[src/hdl/irenc_pkg.sv]
// Package for the pulse-width IR frame encoder.
// Holds the register index codes, reset values, sequencer phase codes and shared types.
// No dependencies.
package irenc_pkg;

    localparam int CFG_INDEX_W = 3;
    localparam int CFG_DATA_W  = 8;

    localparam logic [CFG_INDEX_W-1:0] REG_HIGH_ONE_TIME  = 3'd0;
    localparam logic [CFG_INDEX_W-1:0] REG_HIGH_ZERO_TIME = 3'd1;
    localparam logic [CFG_INDEX_W-1:0] REG_GAP_TIME       = 3'd2;
    localparam logic [CFG_INDEX_W-1:0] REG_TAIL_TIME      = 3'd3;
    localparam logic [CFG_INDEX_W-1:0] REG_LEAD_TIME      = 3'd4;
    localparam logic [CFG_INDEX_W-1:0] REG_PREAMBLE_COUNT = 3'd5;

    localparam logic [7:0] RST_HIGH_ONE_TIME  = 8'd177;
    localparam logic [7:0] RST_HIGH_ZERO_TIME = 8'd137;
    localparam logic [7:0] RST_GAP_TIME       = 8'd70;
    localparam logic [7:0] RST_TAIL_TIME      = 8'd50;
    localparam logic [7:0] RST_LEAD_TIME      = 8'd20;
    localparam logic [3:0] RST_PREAMBLE_COUNT = 4'd15;

    localparam int PHASE_W = 4;
    localparam logic [PHASE_W-1:0] PH_BEGIN    = 4'd0;
    localparam logic [PHASE_W-1:0] PH_LEAD     = 4'd1;
    localparam logic [PHASE_W-1:0] PH_PRE_HI   = 4'd2;
    localparam logic [PHASE_W-1:0] PH_PRE_LO   = 4'd3;
    localparam logic [PHASE_W-1:0] PH_START_HI = 4'd4;
    localparam logic [PHASE_W-1:0] PH_START_LO = 4'd5;
    localparam logic [PHASE_W-1:0] PH_BIT_HI   = 4'd6;
    localparam logic [PHASE_W-1:0] PH_BIT_LO   = 4'd7;
    localparam logic [PHASE_W-1:0] PH_TAIL     = 4'd8;
    localparam logic [PHASE_W-1:0] PH_CLOSE    = 4'd9;

    typedef struct packed {
        logic [7:0] high_one_time;
        logic [7:0] high_zero_time;
        logic [7:0] gap_time;
        logic [7:0] tail_time;
        logic [7:0] lead_time;
        logic [3:0] preamble_count;
    } cfg_t;

    typedef struct packed {
        logic [7:0] data_byte;
        logic       last_byte;
        logic       open_frame;
    } entry_t;

    typedef struct packed {
        logic   valid;
        entry_t entry;
    } queue_port_t;

endpackage

[src/hdl/irenc_if.sv]
// Handshake interfaces for the input and result channels of the IR frame encoder.
// Each carries valid, ready and the word payload; no dependencies.
interface irenc_in_if;
    logic       valid;
    logic       ready;
    logic [7:0] data_byte;
    logic       last_byte;

    modport source (output valid, output data_byte, output last_byte, input ready);
    modport sink   (input valid, input data_byte, input last_byte, output ready);
endinterface

interface irenc_out_if;
    logic       valid;
    logic       ready;
    logic       level;
    logic [7:0] duration;
    logic       run_end;
    logic       frame_done;

    modport source (output valid, output level, output duration, output run_end,
                    output frame_done, input ready);
    modport sink   (input valid, input level, input duration, input run_end,
                    input frame_done, output ready);
endinterface

[src/hdl/irenc_front.sv]
// Front end of the IR frame encoder: accepts input words and marks frame openings.
// Depends on irenc_pkg and irenc_if.
module irenc_front (
    input  logic                 clk,
    input  logic                 rst_n,
    irenc_in_if.sink             in_ch,
    input  logic                 queue_full,
    output irenc_pkg::queue_port_t push
);
    import irenc_pkg::*;

    logic in_frame_reg;
    logic in_frame_next;
    logic accept;

    assign in_ch.ready = !queue_full;
    assign accept      = in_ch.valid && !queue_full;

    always_comb
    begin
        push.valid            = accept;
        push.entry.data_byte  = in_ch.data_byte;
        push.entry.last_byte  = in_ch.last_byte;
        push.entry.open_frame = !in_frame_reg;
        in_frame_next         = accept ? !in_ch.last_byte : in_frame_reg;
    end

    always_ff @(posedge clk or negedge rst_n)
    begin
        if (!rst_n)
        begin
            in_frame_reg <= 1'b0;
        end
        else
        begin
            in_frame_reg <= in_frame_next;
        end
    end

endmodule

[src/hdl/irenc_queue.sv]
// Two-entry queue between the front end and the segment sequencer.
// Depends on irenc_pkg.
module irenc_queue (
    input  logic                   clk,
    input  logic                   rst_n,
    input  irenc_pkg::queue_port_t push,
    output logic                   full,
    output irenc_pkg::queue_port_t head,
    input  logic                   pop
);
    import irenc_pkg::*;

    entry_t     slot_reg [2];
    logic       wr_ptr_reg;
    logic       wr_ptr_next;
    logic       rd_ptr_reg;
    logic       rd_ptr_next;
    logic [1:0] count_reg;
    logic [1:0] count_next;
    logic       do_pop;

    assign full       = count_reg[1];
    assign do_pop     = pop && (count_reg != 2'd0);
    assign head.valid = (count_reg != 2'd0);
    assign head.entry = slot_reg[rd_ptr_reg];

    always_comb
    begin
        wr_ptr_next = push.valid ? !wr_ptr_reg : wr_ptr_reg;
        rd_ptr_next = do_pop ? !rd_ptr_reg : rd_ptr_reg;
        count_next  = count_reg;
        if (push.valid && !do_pop)
        begin
            count_next = count_reg + 2'd1;
        end
        else if (!push.valid && do_pop)
        begin
            count_next = count_reg - 2'd1;
        end
    end

    always_ff @(posedge clk)
    begin
        if (push.valid)
        begin
            slot_reg[wr_ptr_reg] <= push.entry;
        end
    end

    always_ff @(posedge clk or negedge rst_n)
    begin
        if (!rst_n)
        begin
            wr_ptr_reg <= 1'b0;
            rd_ptr_reg <= 1'b0;
            count_reg  <= 2'd0;
        end
        else
        begin
            wr_ptr_reg <= wr_ptr_next;
            rd_ptr_reg <= rd_ptr_next;
            count_reg  <= count_next;
        end
    end

endmodule

[src/hdl/irenc_back.sv]
// Back end of the IR frame encoder: steps through the segments of the head word
// and loads them into the result register. Depends on irenc_pkg and irenc_if.
module irenc_back (
    input  logic                   clk,
    input  logic                   rst_n,
    input  irenc_pkg::cfg_t        cfg,
    input  irenc_pkg::queue_port_t head,
    output logic                   pop,
    irenc_out_if.source            out_ch
);
    import irenc_pkg::*;

    logic [PHASE_W-1:0] phase_reg;
    logic [PHASE_W-1:0] phase_next;
    logic [3:0]         cnt_reg;
    logic [3:0]         cnt_next;
    logic [PHASE_W-1:0] cur_phase;
    logic [3:0]         cur_cnt;
    logic [3:0]         cnt_inc;
    logic               step;

    logic       out_valid_reg;
    logic       out_valid_next;
    logic       level_reg;
    logic       level_next;
    logic [7:0] duration_reg;
    logic [7:0] duration_next;
    logic       run_end_reg;
    logic       run_end_next;
    logic       frame_done_reg;
    logic       frame_done_next;

    assign step    = head.valid && (!out_valid_reg || out_ch.ready);
    assign cnt_inc = cur_cnt + 4'd1;

    always_comb
    begin
        if (phase_reg == PH_BEGIN)
        begin
            cur_phase = head.entry.open_frame ? PH_LEAD : PH_BIT_HI;
            cur_cnt   = 4'd0;
        end
        else
        begin
            cur_phase = phase_reg;
            cur_cnt   = cnt_reg;
        end
    end

    always_comb
    begin
        phase_next      = cur_phase;
        cnt_next        = cur_cnt;
        level_next      = 1'b0;
        duration_next   = cfg.gap_time;
        run_end_next    = 1'b0;
        frame_done_next = 1'b0;
        pop             = 1'b0;
        unique case (cur_phase)
            PH_LEAD:
            begin
                duration_next = cfg.lead_time;
                cnt_next      = 4'd0;
                phase_next    = (cfg.preamble_count != 4'd0) ? PH_PRE_HI : PH_START_HI;
            end
            PH_PRE_HI:
            begin
                level_next    = 1'b1;
                duration_next = cfg.high_zero_time;
                phase_next    = PH_PRE_LO;
            end
            PH_PRE_LO:
            begin
                cnt_next   = cnt_inc;
                phase_next = (cnt_inc == cfg.preamble_count) ? PH_START_HI : PH_PRE_HI;
            end
            PH_START_HI:
            begin
                level_next    = 1'b1;
                duration_next = cfg.high_one_time;
                phase_next    = PH_START_LO;
            end
            PH_START_LO:
            begin
                cnt_next   = 4'd0;
                phase_next = PH_BIT_HI;
            end
            PH_BIT_HI:
            begin
                level_next    = 1'b1;
                duration_next = head.entry.data_byte[cur_cnt[2:0]] ? cfg.high_one_time
                                                                   : cfg.high_zero_time;
                phase_next    = PH_BIT_LO;
            end
            PH_BIT_LO:
            begin
                cnt_next = cnt_inc;
                if (cur_cnt[2:0] != 3'd7)
                begin
                    phase_next = PH_BIT_HI;
                end
                else if (head.entry.last_byte)
                begin
                    phase_next = PH_TAIL;
                end
                else
                begin
                    phase_next   = PH_BEGIN;
                    run_end_next = 1'b1;
                    pop          = step;
                end
            end
            PH_TAIL:
            begin
                level_next    = 1'b1;
                duration_next = cfg.tail_time;
                phase_next    = PH_CLOSE;
            end
            PH_CLOSE:
            begin
                duration_next   = 8'd0;
                run_end_next    = 1'b1;
                frame_done_next = 1'b1;
                phase_next      = PH_BEGIN;
                pop             = step;
            end
            default:
            begin
                phase_next = PH_BEGIN;
            end
        endcase
        out_valid_next = step || (out_valid_reg && !out_ch.ready);
    end

    always_ff @(posedge clk or negedge rst_n)
    begin
        if (!rst_n)
        begin
            phase_reg     <= PH_BEGIN;
            cnt_reg       <= 4'd0;
            out_valid_reg <= 1'b0;
        end
        else
        begin
            out_valid_reg <= out_valid_next;
            if (step)
            begin
                phase_reg <= phase_next;
                cnt_reg   <= cnt_next;
            end
        end
    end

    always_ff @(posedge clk)
    begin
        if (step)
        begin
            level_reg      <= level_next;
            duration_reg   <= duration_next;
            run_end_reg    <= run_end_next;
            frame_done_reg <= frame_done_next;
        end
    end

    assign out_ch.valid      = out_valid_reg;
    assign out_ch.level      = level_reg;
    assign out_ch.duration   = duration_reg;
    assign out_ch.run_end    = run_end_reg;
    assign out_ch.frame_done = frame_done_reg;

endmodule

[src/hdl/pulse_width_ir_frame_encoder_core.sv]
// Top level of the pulse-width IR frame encoder: configuration registers, front end,
// word queue and segment sequencer. Depends on irenc_pkg, irenc_if, irenc_front,
// irenc_queue and irenc_back.
//
// Each input word yields a series of result words, one per clock while the result side
// takes them: sixteen for a byte inside a frame, 19 + 2 * preamble_count for the byte
// that opens a frame, and two more for the byte that closes it. The segment sequencer
// loads one segment a cycle into the result register while the result side has room. A
// two-word queue sits between the front end and the sequencer, so input words are
// taken while earlier ones are still being sent. Configuration is written through
// cfg_we, cfg_index and cfg_wdata; unknown indices are ignored.
module pulse_width_ir_frame_encoder_core (
    input  logic                              clk,
    input  logic                              rst_n,
    input  logic                              cfg_we,
    input  logic [irenc_pkg::CFG_INDEX_W-1:0] cfg_index,
    input  logic [irenc_pkg::CFG_DATA_W-1:0]  cfg_wdata,
    irenc_in_if.sink                          in_ch,
    irenc_out_if.source                       out_ch
);
    import irenc_pkg::*;

    cfg_t        cfg_reg;
    cfg_t        cfg_next;
    queue_port_t push;
    queue_port_t head;
    logic        queue_full;
    logic        pop;

    always_comb
    begin
        cfg_next = cfg_reg;
        if (cfg_we)
        begin
            unique case (cfg_index)
                REG_HIGH_ONE_TIME:  cfg_next.high_one_time  = cfg_wdata;
                REG_HIGH_ZERO_TIME: cfg_next.high_zero_time = cfg_wdata;
                REG_GAP_TIME:       cfg_next.gap_time       = cfg_wdata;
                REG_TAIL_TIME:      cfg_next.tail_time      = cfg_wdata;
                REG_LEAD_TIME:      cfg_next.lead_time      = cfg_wdata;
                REG_PREAMBLE_COUNT: cfg_next.preamble_count = cfg_wdata[3:0];
                default:            cfg_next = cfg_reg;
            endcase
        end
    end

    always_ff @(posedge clk or negedge rst_n)
    begin
        if (!rst_n)
        begin
            cfg_reg.high_one_time  <= RST_HIGH_ONE_TIME;
            cfg_reg.high_zero_time <= RST_HIGH_ZERO_TIME;
            cfg_reg.gap_time       <= RST_GAP_TIME;
            cfg_reg.tail_time      <= RST_TAIL_TIME;
            cfg_reg.lead_time      <= RST_LEAD_TIME;
            cfg_reg.preamble_count <= RST_PREAMBLE_COUNT;
        end
        else
        begin
            cfg_reg <= cfg_next;
        end
    end

    irenc_front u_front (
        .clk        (clk),
        .rst_n      (rst_n),
        .in_ch      (in_ch),
        .queue_full (queue_full),
        .push       (push)
    );

    irenc_queue u_queue (
        .clk   (clk),
        .rst_n (rst_n),
        .push  (push),
        .full  (queue_full),
        .head  (head),
        .pop   (pop)
    );

    irenc_back u_back (
        .clk    (clk),
        .rst_n  (rst_n),
        .cfg    (cfg_reg),
        .head   (head),
        .pop    (pop),
        .out_ch (out_ch)
    );

endmodule

[src/flat_wrapper.sv]
// flat-port wrapper written by rule: the top's interface ports become plain ports
module pulse_width_ir_frame_encoder_core_flat import irenc_pkg::*;
  (clk, rst_n, cfg_we, cfg_index, cfg_wdata, in_ch_valid, in_ch_data_byte, in_ch_last_byte, in_ch_ready, out_ch_valid, out_ch_level, out_ch_duration, out_ch_run_end, out_ch_frame_done, out_ch_ready);
  irenc_in_if in_ch_i ();
  irenc_out_if out_ch_i ();
  input  logic clk;
  input  logic rst_n;
  input  logic cfg_we;
  input  logic [irenc_pkg::CFG_INDEX_W-1:0] cfg_index;
  input  logic [irenc_pkg::CFG_DATA_W-1:0] cfg_wdata;
  input wire logic [$bits(in_ch_i.valid)-1:0] in_ch_valid;
  input wire logic [$bits(in_ch_i.data_byte)-1:0] in_ch_data_byte;
  input wire logic [$bits(in_ch_i.last_byte)-1:0] in_ch_last_byte;
  output wire logic [$bits(in_ch_i.ready)-1:0] in_ch_ready;
  output wire logic [$bits(out_ch_i.valid)-1:0] out_ch_valid;
  output wire logic [$bits(out_ch_i.level)-1:0] out_ch_level;
  output wire logic [$bits(out_ch_i.duration)-1:0] out_ch_duration;
  output wire logic [$bits(out_ch_i.run_end)-1:0] out_ch_run_end;
  output wire logic [$bits(out_ch_i.frame_done)-1:0] out_ch_frame_done;
  input wire logic [$bits(out_ch_i.ready)-1:0] out_ch_ready;
  assign in_ch_i.valid = in_ch_valid;
  assign in_ch_i.data_byte = in_ch_data_byte;
  assign in_ch_i.last_byte = in_ch_last_byte;
  assign in_ch_ready = in_ch_i.ready;
  assign out_ch_valid = out_ch_i.valid;
  assign out_ch_level = out_ch_i.level;
  assign out_ch_duration = out_ch_i.duration;
  assign out_ch_run_end = out_ch_i.run_end;
  assign out_ch_frame_done = out_ch_i.frame_done;
  assign out_ch_i.ready = out_ch_ready;
  pulse_width_ir_frame_encoder_core u_core (.clk(clk), .rst_n(rst_n), .cfg_we(cfg_we), .cfg_index(cfg_index), .cfg_wdata(cfg_wdata), .in_ch(in_ch_i), .out_ch(out_ch_i));
endmodule
[config.mk]
export PLATFORM = sky130hd
export DESIGN_NAME = pulse_width_ir_frame_encoder_core_flat
export DESIGN_NICKNAME = d
export VERILOG_FILES = /design/src/hdl/irenc_pkg.sv /design/src/hdl/irenc_if.sv /design/src/hdl/irenc_front.sv /design/src/hdl/irenc_queue.sv /design/src/hdl/irenc_back.sv /design/src/hdl/pulse_width_ir_frame_encoder_core.sv /design/src/flat_wrapper.sv
export SDC_FILE = /design/constraint.sdc
export NUM_CORES = 1
export LEC_CHECK = 0
export BUFFER_PORTS_ARGS = -buffer_cell sky130_fd_sc_hd__buf_4
export CAP_MARGIN = 20
export CELL_PAD_IN_SITES_DETAIL_PLACEMENT = 0
export CELL_PAD_IN_SITES_GLOBAL_PLACEMENT = 1
export CORE_ASPECT_RATIO = 0.8
export CORE_MARGIN = 3
export CORE_UTILIZATION = 46
export CTS_CLUSTER_DIAMETER = 50
export DETAILED_ROUTE_END_ITERATION = 6
export PLACE_DENSITY_LB_ADDON = 0.2
export SETUP_SLACK_MARGIN = 0.02
export SKIP_CTS_REPAIR_TIMING = 1
export SLEW_MARGIN = 20
export SYNTH_ARGS = -nofsm -noshare
export SYNTH_HDL_FRONTEND = slang
export SYNTH_SLANG_ARGS = --single-unit
export TNS_END_PERCENT = 50
[constraint.sdc]
create_clock -name clk -period 3.8 [get_ports clk]
set_clock_uncertainty 0.2 [all_clocks]
set_input_delay 0.38 -clock clk [delete_from_list [all_inputs] [get_ports clk]]
set_output_delay 0.38 -clock clk [all_outputs]
set_load 0.02 [all_outputs]
==> flow_summary.ini <==
[floorplan]
rows = 30
core_um2 = 8600
die-area_um2 = 10100
num_io_pins = 38
start_util_pct = 47.8
die_w_um = 112
die_y_um = 90.5

[clock_network]
cts-htree-levels = 3
cts_sinks = 89
clk_latency_ps = 350
cts_tree = done
cts.path.max_buffers = 2
cts-root-buf = clkbuf_8
cts_buffers = 9
clkTransAtPathRegs_ps = 90

[power_and_ir_drop]
comb_power_share_pct = 35.1
p_int_w = 0.00209
power_frac_clock_pct = 18.2
vdd_drop_max_mv = 0.351
switching_share_pct = 36.3
p_sw_w = 0.00119
p_leak_nw = 1.89
power_density_nw_per_um2 = 688
seqPwrFrac_pct = 46.7

[timing]
tightest_slew_ps = 864
period_needed_ps = 2900
fin_hold_ws_ps = 85.6
fin_crit_sh_pct = 76.2
relSlewSlack_pct = 42.2
maxSlewViolCount = 0
setup_violations = 0
finalHoldViolCount = 0
max_freq_ghz = 0.345
rsz0062_at_grt = no
fin_tns_setup_ps = 0

[drt]
num_vias = 2691
drt-total-wl_um = 8670
avgViaCountPerCell = 5.48
drc = 0
first_pass_iters = 4
ant_nets = 0
first_iter_violations = 127
wl_per_cell_um = 17.7

[synth]
ys_seq_area_share_pct = 58.5
async_flop_share_pct = 65.2
syn_inst = 325
synth_edf_count = 31
yosysUniqueCellTypes = 48
synth_nets = 352
synth_area_um2 = 4110
yosys_register_bits = 89
synth_ff_type = dfrtp_1
synth.avg_cell_area_um2 = 12.6
synth_warnings = 0

[cells_and_area]
fillers = 711
multi_input_area_um2 = 1610
final_common_cell = mux2_2
regArea_um2 = 2410
area_delta_synth_final_pct = 16.1
largest_reg_flops = 44
final_nets = 401
final_cell_mix = mux2_2 (46), buf_4 (41), dfrtp_1 (39), edfxtp_1 (31), o21ai_0 (27)
drive_gt1_share_pct = 35.4
diodes = 0

[place]
gp_congestion = 0.846
io_buffers = 37
detailed_place_hpwl_um = 5910

[status]
status = finished clean

[worst_setup_path]
r2r-end = u_core.u_back.out_ch.duration[4]$_DFFE_PN_
critical_path_arrival_ps = 2800
required_ps = 3710
crit_type = flop to flop
path_max_fanout = 13
r2r_cells = 6
r2r_setup_slack_ps = 900
startpoint_type = flop
endpoint = u_core.u_back.out_ch.duration[4]$_DFFE_PN_
worstReg2RegStart = u_core.u_back.phase_reg[1]$_DFFE_PN0N_
cp-startpoint = u_core.u_back.phase_reg[1]$_DFFE_PN0N_
worst_setup_path_end_kind = flop

[global_routing]
grt_pass1_wl_um = 14300
grt_usage_pct = 18.2
grt_antenna_before_repair = 0
gr-total-overflow = 0
first_global_vias = 2613
grt_max_degree = 59

[worst_hold_path]
min-delay-start = cfg_wdata[3]
holdPathStages = 3
worstHoldPathType = input pin to flop

[flow_run]
cap_violations = 0
==> how the worst min path moves through the flow <==
| stage | to | slack (ps) |
|---|---|---|
| global route | u_core.cfg_reg[32]$_DFFE_PN0P_ | 60 |
| finish | u_core.cfg_reg[31]$_DFFE_PN1P_ | 90 |
| CTS | u_core.u_back.cnt_reg[3]$_DFFE_PN0N_ | -110 |
| detailed placement | u_core.u_back.cnt_reg[3]$_DFFE_PN0N_ | 290 |
| global placement | u_core.u_front.in_frame_reg$_DFFE_PN0P_ | 270 |
| floorplan | u_core.cfg_reg[10]$_DFFE_PN0P_ | -120 |
==> layer usage <==
| layer | share of wire [%] | wire length [um] | global-route usage (%) | vias to the layer above |
|---|---|---|---|---|
| met5 | 0 | 0 | 0 | - |
| met4 | 0.40 | 35 | 5.17 | 0 |
| met3 | 6.7 | 579 | 4.22 | 2 |
| met2 | 46 | 3960 | 26.0 | 66 |
| met1 | 47 | 4100 | 27.5 | 1330 |
| li1 | - | - | - | 1293 |
==> synthesized netlist by cell type (7+ instances only) <==
cell type | n | area [um2]
dfrtp_1 | 39 | 976
nor2_1 | 16 | 60.1
edfxtp_1 | 31 | 931
mux2_2 | 46 | 518
and2_1 | 7 | 43.8
o21ai_0 | 27 | 135
inv_1 | 10 | 37.5
a21oi_1 | 15 | 75.1
dfstp_2 | 19 | 499
nand2_1 | 26 | 97.6
clkbuf_1 | 9 | 33.8
==> through the flow <==
step                      total power (W)  instances  worst slack (ps)  utilization [%]  area, um2
after floorplan                   0.00234        325              1260                -       4110
after global placement            0.00268        465              1020             52.3       4500
after detailed placement          0.00270        465               929             52.3       4500
after CTS                         0.00331        481               913             54.4       4670
after global routing              0.00351        491               767             55.5       4770
final                             0.00328        491               903             55.5       4770
==> power groups by stage <==
stage          sequential (W)  combinational, W  clock, W
2_1_floorplan         0.00152          0.000815         0
5_1_grt               0.00158           0.00127  0.000660
3_5_place_dp          0.00156           0.00115         0
4_1_cts               0.00154           0.00115  0.000619
6_report              0.00154           0.00115  0.000597
3_3_place_gp          0.00155           0.00114         0
==> worst max-delay path, stage by stage, from the launching register on <==
cell	delay (ps)
dfrtp_1	550
nor4_1	670
nor3b_1	150
a211o_4	360
o221ai_4	360
o211ai_1	160
o32a_2	190
==> kinds of logic (layout without fill, tap and decap cells) <==
logic type | after synthesis | after routing | synth area share (%)
AO/OA/AOI/OAI | 70 | 70 | 11.7
adder cells (fa/ha/maj) | 2 | 2 | 0.609
buffers and inverters | 23 | 77 | 2.50
XOR/XNOR | 7 | 7 | 1.49
multiplexers | 52 | 52 | 15.0
flip-flops | 89 | 89 | 58.5
AND/OR/NAND/NOR | 82 | 82 | 10.2
==> cell type report <==
| class | count | area share [%] |
|---|---|---|
| Clock inverter | 7 | 1.07 |
| Clock buffer | 9 | 2.60 |
| Timing Repair Buffer | 51 | 8.55 |
| Multi-Input combinational cell | 213 | 33.7 |
| Inverter | 10 | 0.786 |
| Tap cell | 112 | 2.94 |
| Sequential cell | 89 | 50.4 |
No activity file was read; power rests on OpenSTA's default activity.
